## config.mk

```make
export PLATFORM = sky130hd
export DESIGN_NAME = stream_epoch_admission_tracker
export DESIGN_NICKNAME = d
export VERILOG_FILES = /design/src/sv/seat_pkg.sv /design/src/sv/seat_engine.sv /design/src/sv/stream_epoch_admission_tracker.sv
export SDC_FILE = /design/constraint.sdc
export NUM_CORES = 2
export LEC_CHECK = 0
export ABC_AREA = 1
export BUFFER_PORTS_ARGS = -buffer_cell sky130_fd_sc_hd__buf_2
export CAP_MARGIN = 20
export CORE_ASPECT_RATIO = 1.2
export CORE_MARGIN = 5
export CORE_UTILIZATION = 50
export CTS_CLUSTER_DIAMETER = 100
export CTS_CLUSTER_SIZE = 30
export DETAILED_ROUTE_END_ITERATION = 8
export PLACE_DENSITY = 0.68
export SETUP_SLACK_MARGIN = 0.05
export SLEW_MARGIN = 30
export SYNTH_ARGS = -nofsm -noshare
export SYNTH_HDL_FRONTEND = slang
export SYNTH_HIERARCHICAL = 1
export SYNTH_SLANG_ARGS = --single-unit
```

## constraint.sdc

```tcl
create_clock -name clock -period 27.2 [get_ports clock]
set_clock_uncertainty 0.2 [all_clocks]
set_input_delay 2.72 -clock clock [delete_from_list [all_inputs] [get_ports clock]]
set_output_delay 2.72 -clock clock [all_outputs]
set_load 0.005 [all_outputs]
```

## src/sv/seat_pkg.sv

```systemverilog
// Shared types, codes and the retire helper for the stream epoch admission tracker.
`default_nettype none

package seat_pkg;

   localparam int EPOCH_W   = 64;
   localparam int COUNT_W   = 32;
   localparam int OP_W      = 2;
   localparam int OBS_W     = 3;
   localparam int RSP_BITS  = OBS_W + 1 + 1 + EPOCH_W + 1 + EPOCH_W + 1 + EPOCH_W + COUNT_W;
   localparam int RSP_W     = ((RSP_BITS + 7) / 8) * 8;

   localparam logic [EPOCH_W-1:0] EPOCH_ONE = EPOCH_W'(1);

   typedef enum logic [OP_W-1:0] {
      OP_OBSERVE = 2'd0,
      OP_COMMIT  = 2'd1,
      OP_REJECT  = 2'd2,
      OP_CLEAR   = 2'd3
   } seat_op_type;

   typedef enum logic [OBS_W-1:0] {
      OBS_NONE      = 3'd0,
      OBS_INVALID   = 3'd1,
      OBS_ACTIVE    = 3'd2,
      OBS_RETIRED   = 3'd3,
      OBS_CANDIDATE = 3'd4,
      OBS_REPLACED  = 3'd5
   } seat_obs_type;

   typedef struct packed {
      logic                 active_flag;
      logic [EPOCH_W-1:0]   active_number;
      logic                 candidate_flag;
      logic [EPOCH_W-1:0]   candidate_number;
      logic                 retired_flag;
      logic [EPOCH_W-1:0]   retired_number;
      logic [COUNT_W-1:0]   advances;
   } seat_state_type;

   typedef struct packed {
      logic [COUNT_W-1:0]   retire_advances;
      logic [EPOCH_W-1:0]   retired_mark;
      logic                 retired_present;
      logic [EPOCH_W-1:0]   candidate_value;
      logic                 candidate_present;
      logic [EPOCH_W-1:0]   active_value;
      logic                 active_present;
      logic                 commit_accepted;
      seat_obs_type         observation;
   } seat_result_type;

   // Raise the retired-through mark to e when e is valid and above it.
   function automatic seat_state_type seat_retire(seat_state_type s, logic [EPOCH_W-1:0] e);
      seat_state_type r;
      r = s;
      if ((e != '0) && (!s.retired_flag || (e > s.retired_number))) begin
         r.retired_flag   = 1'b1;
         r.retired_number = e;
         if (s.advances != '1) begin
            r.advances = s.advances + COUNT_W'(1);
         end
      end
      return r;
   endfunction

endpackage

`default_nettype wire

```

## src/sv/seat_engine.sv

```systemverilog
// Epoch tracking state and its combinational update for one item.
`default_nettype none

module seat_engine (
   input  wire logic                       clock,
   input  wire logic                       reset,
   input  wire logic                       fire,
   input  wire seat_pkg::seat_op_type      op,
   input  wire logic [seat_pkg::EPOCH_W-1:0] epoch,
   output seat_pkg::seat_result_type       result
);
   import seat_pkg::*;

   seat_state_type state_ff;
   seat_state_type state_in;
   seat_state_type work;
   seat_obs_type   obs;
   logic           accepted;
   logic           below_mark;

   always_comb begin
      work       = state_ff;
      obs        = OBS_NONE;
      accepted   = 1'b0;
      below_mark = state_ff.retired_flag && (epoch <= state_ff.retired_number);
      case (op)
         OP_OBSERVE: begin
            if (epoch == '0) begin
               obs = OBS_INVALID;
            end else if (state_ff.active_flag && (state_ff.active_number == epoch)) begin
               obs = OBS_ACTIVE;
            end else if (below_mark) begin
               obs = OBS_RETIRED;
            end else if (state_ff.candidate_flag) begin
               if (state_ff.candidate_number == epoch) begin
                  obs = OBS_CANDIDATE;
               end else if (epoch < state_ff.candidate_number) begin
                  obs = OBS_RETIRED;
               end else begin
                  work = seat_retire(state_ff, state_ff.candidate_number);
                  work.candidate_number = epoch;
                  obs = OBS_REPLACED;
               end
            end else if (state_ff.active_flag && (epoch < state_ff.active_number)) begin
               obs = OBS_RETIRED;
            end else begin
               if (!state_ff.active_flag && (epoch > EPOCH_ONE)) begin
                  work = seat_retire(state_ff, epoch - EPOCH_ONE);
               end
               work.candidate_flag   = 1'b1;
               work.candidate_number = epoch;
               obs = OBS_CANDIDATE;
            end
         end
         OP_COMMIT: begin
            if (state_ff.candidate_flag && (state_ff.candidate_number == epoch) && !below_mark
                && !(state_ff.active_flag && (epoch <= state_ff.active_number))) begin
               if (state_ff.active_flag) begin
                  work = seat_retire(state_ff, state_ff.active_number);
               end
               work.active_flag      = 1'b1;
               work.active_number    = epoch;
               work.candidate_flag   = 1'b0;
               work.candidate_number = '0;
               accepted = 1'b1;
            end
         end
         OP_REJECT: begin
            if (state_ff.candidate_flag && (state_ff.candidate_number == epoch)) begin
               work = seat_retire(state_ff, epoch);
               work.candidate_flag   = 1'b0;
               work.candidate_number = '0;
            end
         end
         OP_CLEAR: begin
            work = '0;
         end
         default: begin
            work = state_ff;
         end
      endcase
      state_in = work;
   end

   always_ff @(posedge clock) begin
      if (reset) begin
         state_ff <= '0;
      end else if (fire) begin
         state_ff <= state_in;
      end
   end

   // Report values after the step; absent values read as zero.
   always_comb begin
      result.observation       = obs;
      result.commit_accepted   = accepted;
      result.active_present    = work.active_flag;
      result.active_value      = work.active_flag ? work.active_number : '0;
      result.candidate_present = work.candidate_flag;
      result.candidate_value   = work.candidate_flag ? work.candidate_number : '0;
      result.retired_present   = work.retired_flag;
      result.retired_mark      = work.retired_flag ? work.retired_number : '0;
      result.retire_advances   = work.advances;
   end

endmodule

`default_nettype wire

```

## src/sv/stream_epoch_admission_tracker.sv

```systemverilog
// Top level of the stream epoch admission tracker: stream ports, input and result registers.
`default_nettype none

// Channel   Direction  Handshake              Payload
// req_      in         req_tvalid/req_tready  tuser opcode, tdata epoch
// rsp_      out        rsp_tvalid/rsp_tready  tdata result fields (see port comment)
//
// One item per cycle sustained while rsp_tready stays high; each item is held first in the
// input register and then in the result register.
// The state update and result come from one pass of compare logic on the held item.
// Reset clears the tracker state and both valid flags; payload registers are not reset.
// A stall on rsp_ holds the result; the input register still takes one more item.

module stream_epoch_admission_tracker (
   input  wire logic                          clock,
   input  wire logic                          reset,
   input  wire logic                          req_tvalid,
   output      logic                          req_tready,
   input  wire logic [seat_pkg::EPOCH_W-1:0]  req_tdata,   // [63:0] epoch
   input  wire logic [seat_pkg::OP_W-1:0]     req_tuser,   // [1:0] opcode
   output      logic                          rsp_tvalid,
   input  wire logic                          rsp_tready,
   // [2:0] observation, [3] commit_accepted, [4] active_present,
   // [68:5] active_value, [69] candidate_present, [133:70] candidate_value,
   // [134] retired_present, [198:135] retired_mark, [230:199] retire_advances,
   // [231] zero
   output      logic [seat_pkg::RSP_W-1:0]    rsp_tdata
);
   import seat_pkg::*;

   logic               in_valid_ff;
   logic               in_valid_in;
   seat_op_type        in_op_ff;
   logic [EPOCH_W-1:0] in_epoch_ff;
   logic               out_valid_ff;
   logic               out_valid_in;
   logic [RSP_W-1:0]   out_data_ff;
   logic               advance;
   logic               fire;
   logic               take;
   seat_result_type    result;

   // The result register can take a new item when empty or being drained.
   assign advance    = !out_valid_ff || rsp_tready;
   assign fire       = in_valid_ff && advance;
   assign req_tready = !in_valid_ff || advance;
   assign take       = req_tvalid && req_tready;

   assign in_valid_in  = take || (in_valid_ff && !advance);
   assign out_valid_in = fire || (out_valid_ff && !rsp_tready);

   seat_engine u_engine (
      .clock  (clock),
      .reset  (reset),
      .fire   (fire),
      .op     (in_op_ff),
      .epoch  (in_epoch_ff),
      .result (result)
   );

   // Control flags.
   always_ff @(posedge clock) begin
      if (reset) begin
         in_valid_ff  <= 1'b0;
         out_valid_ff <= 1'b0;
      end else begin
         in_valid_ff  <= in_valid_in;
         out_valid_ff <= out_valid_in;
      end
   end

   // Payload: load the input item on accept, the result when a held item fires.
   always_ff @(posedge clock) begin
      if (take) begin
         in_op_ff    <= seat_op_type'(req_tuser);
         in_epoch_ff <= req_tdata;
      end
      if (fire) begin
         out_data_ff <= RSP_W'(result);
      end
   end

   assign rsp_tvalid = out_valid_ff;
   assign rsp_tdata  = out_data_ff;

endmodule

`default_nettype wire

```

==> results.sh <==
export IMPL_core_area_um2=82000
export IMPL_grt_pass1_wl_um=234000
export IMPL_clock_latency_ps=650
export IMPL_status="finished, final reports clean"
export IMPL_leakagePower_nw=20.1
export IMPL_wl_per_cell_um=21.8
export IMPL_setup_viol=0
export IMPL_p_total_mw=2.00
export IMPL_drv_slew=0
export IMPL_synth_area_um2=41300
export IMPL_cts_root_buf="clkbuf_16"
export IMPL_drt_initial_drc_count=4950
export IMPL_layout_min_cycle_time_ps=6540
export IMPL_place_ws_ps=20760
export IMPL_cts_max_path_buffers=3
export IMPL_slew_headroom_pct=26.6
export IMPL_postCtsResizedCells=0
export IMPL_synthArstFlopShare_pct=0
export IMPL_power_density_nw_per_um2=45.5
export IMPL_max_cap_violations=0
export IMPL_rows=115
export IMPL_dieArea_um2=88400
export IMPL_synth_edf_count=297
export IMPL_crit_path_end_kind="register"
export IMPL_ys_ff_latch=526
export IMPL_track_usage_pct=33.2
export IMPL_required_ps=27410
export IMPL_ys_warn_count=6
export IMPL_crit_type="reg2reg"
export IMPL_hold_viol_final=0
export IMPL_area_delta_synth_final_pct=6.43
export IMPL_antennaDiodeCount=0
export IMPL_drive_above_1_share_pct=7.36
export IMPL_hold_class="reg2reg"
export IMPL_drt_pass1_iter_count=9
export IMPL_fin_crit_sh_pct=24.1
export IMPL_cts_buffers=25
export IMPL_syn_avg_cell_area_um2=6.88
export IMPL_io_pins=304
export IMPL_setup_ws_ps=20660
export IMPL_rsz0062_at_grt="no"
export IMPL_synth_flop_cell="edfxtp_1"
export IMPL_overflow=0
export IMPL_drc=0
export IMPL_nets=6490
export IMPL_worstMarginPinSlew_ps=1100
export IMPL_synth_seq_area_share_pct=32.7
export IMPL_cp_arrival_ps=6750
export IMPL_synth_nets=6458
export IMPL_drt_total_wl_um=155000
export IMPL_die_h_um=325
export IMPL_clkSlewWorstSetupHoldPaths_ps=120
export IMPL_dp_hpwl_um=110000
export IMPL_finish_utilization_pct=53.6
export IMPL_max_freq_ghz=0.153
export IMPL_routabilityCongestion=1.10
export IMPL_cts_sinks=526
export IMPL_initial_core_util_pct=50.3
export IMPL_cts_tree="built"
export IMPL_cts_setup_buffers=0
export IMPL_netlist_instances=6000
export IMPL_tns_ps=0
export IMPL_ant_nets=0
export IMPL_vdd_ir_drop_max_mv=0.0566
export IMPL_hold_slack_ps=331
export IMPL_vias=42300
export IMPL_die_w_um=272
export IMPL_vias_per_cell=5.96
export IMPL_port_buffers=302
export IMPL_grt_max_degree=179
export IMPL_cp_start_kind="register"
export IMPL_synth_cell_types=48
export IMPL_cp_max_fo=50
export IMPL_grt_pass1_vias=38500
export IMPL_holdBufCountCts=0
export IMPL_antenna_found_initial=1
export IMPL_h_tree_depth=1
[critical path, stage by stage, from the launching register on]
cell and delay [ps]:
edfxtp_1 480, inv_1 310, ha_1 320, nand2_4 110, nor2_8 230, nand2_2 160, inv_2 190, nand4_1 250
xor2_1 240, ha_1 290, nand2_1 60, nor2_1 150, nand2_1 100, nor3_1 350, nand3_1 150, nor2_1 160
nand3_1 80, o21ai_0 220, a21oi_4 100, nand3_2 110, nand2_4 280, nand2_4 610, buf_4 660, nand2_1 100
nand3_1 110, nand2_1 60, nand2_1 60, inv_1 50
[final cells by class]
type / instances / area [µm²]
clock buffer: 34 / 659
clock inverter: 11 / 173
timing repair buffer: 348 / 1940
multi-input combinational: 4311 / 23300
inverter: 820 / 3090
sequential: 526 / 13500
fill: 8248 / 38100
tap: 1053 / 1320
[synth_stat cells (4+ instances only)]
master    number  area (µm²)
buf_1         28         105
o21a_1        18         135
edfxtp_1     297        8920
nor3b_1        4        30.0
ha_1         388        4850
clkbuf_1     216         811
o211ai_1      72         541
nand4_1      147         920
buf_2         57         285
a21o_1         5        37.5
nor2_2        11        68.8
and2_1         4        25.0
nor4_1        30         188
nor2_4         8        90.1
nor3_1        33         165
inv_2          9        33.8
xor2_1        34         298
nand2_2        4        25.0
dfxtp_1      229        4580
buf_4         37         278
nand2_1     1418        5320
o311ai_0      63         552
nor2_1       460        1730
a21oi_1      667        3340
nand3_1      480        2400
inv_1        809        3040
buf_6          5        56.3
o21ai_0      431        2160
[power breakdown]
group | switching, mW | internal [mW]
sequential | 0.0469 | 0.891
clock | 0.303 | 0.186
combinational | 0.396 | 0.174
total | 0.746 | 1.25
[worst paths after layout]
kind	from	to	slack, ps	cells past startpoint
setup reg to reg	in_epoch_ff[0]$_DFFE_PP_	rsp_tdata[173]$_DFFE_PP_	20660	27
hold reg to reg	in_valid_ff$_SDFF_PP0_	in_valid_ff$_SDFF_PP0_	330	2
hold / removal	in_valid_ff$_SDFF_PP0_	in_valid_ff$_SDFF_PP0_	330	2
setup / recovery	in_epoch_ff[0]$_DFFE_PP_	rsp_tdata[173]$_DFFE_PP_	20660	27
[routing by layer]
| metal | track usage [%] | routed length [µm] | up-vias |
|---|---|---|---|
| li1 | - | - | 20100 |
| met5 | 0 | 0 | - |
| met2 | 54.4 | 71600 | 2222 |
| met3 | 4.21 | 14000 | 348 |
| met4 | 13.6 | 7440 | 0 |
| met1 | 44.5 | 62100 | 19700 |
[stage by stage]
| stage | instance area (µm²) | instances |
|---|---|---|
| 6_report | 43900 | 7103 |
| 5_1_grt | 43900 | 7103 |
| 4_1_cts | 43900 | 7100 |
| 3_5_place_dp | 43000 | 7055 |
| 3_3_place_gp | 43000 | 7054 |
| 2_1_floorplan | 41300 | 6000 |
[cells by family (layout without fill, tap and decap cells)]
| logic type | count (synthesis) | after routing | share of synthesized area (%) |
|---|---|---|---|
| other | 1 | 1 | 0.00909 |
| AND/OR/NAND/NOR | 2613 | 2613 | 26.9 |
| XOR/XNOR | 35 | 35 | 0.743 |
| adder cells (fa/ha/maj) | 388 | 388 | 11.8 |
| AO/OA/AOI/OAI | 1274 | 1274 | 16.7 |
| flip-flops | 526 | 526 | 32.7 |
| buffers and inverters | 1163 | 1213 | 11.2 |
[layout by cell type (no fill, tap or decap), drive strengths merged, types with 4 or more instances in the layout]
cell type	instances
ha	388
edfxtp	297
nor3	34
a21oi	668
inv	823
buf	348
nand4	147
nor3b	4
and2	4
o311ai	63
clkbuf	34
o21a	18
nor4	30
nand3	483
dfxtp	229
clkinv	8
nand2	1425
o211ai	72
a21o	5
o21ai	433
nor2	480
xor2	34
[state kept, by name, indices dropped and copies added, names as in the netlist]
name / cells
in_epoch_ff: 64
in_valid_ff: 1
in_op_ff: 2
u_engine/state_ff: 227
rsp_tdata: 231
rsp_tvalid: 1
Note: power is estimated with default switching activity, not from simulation.
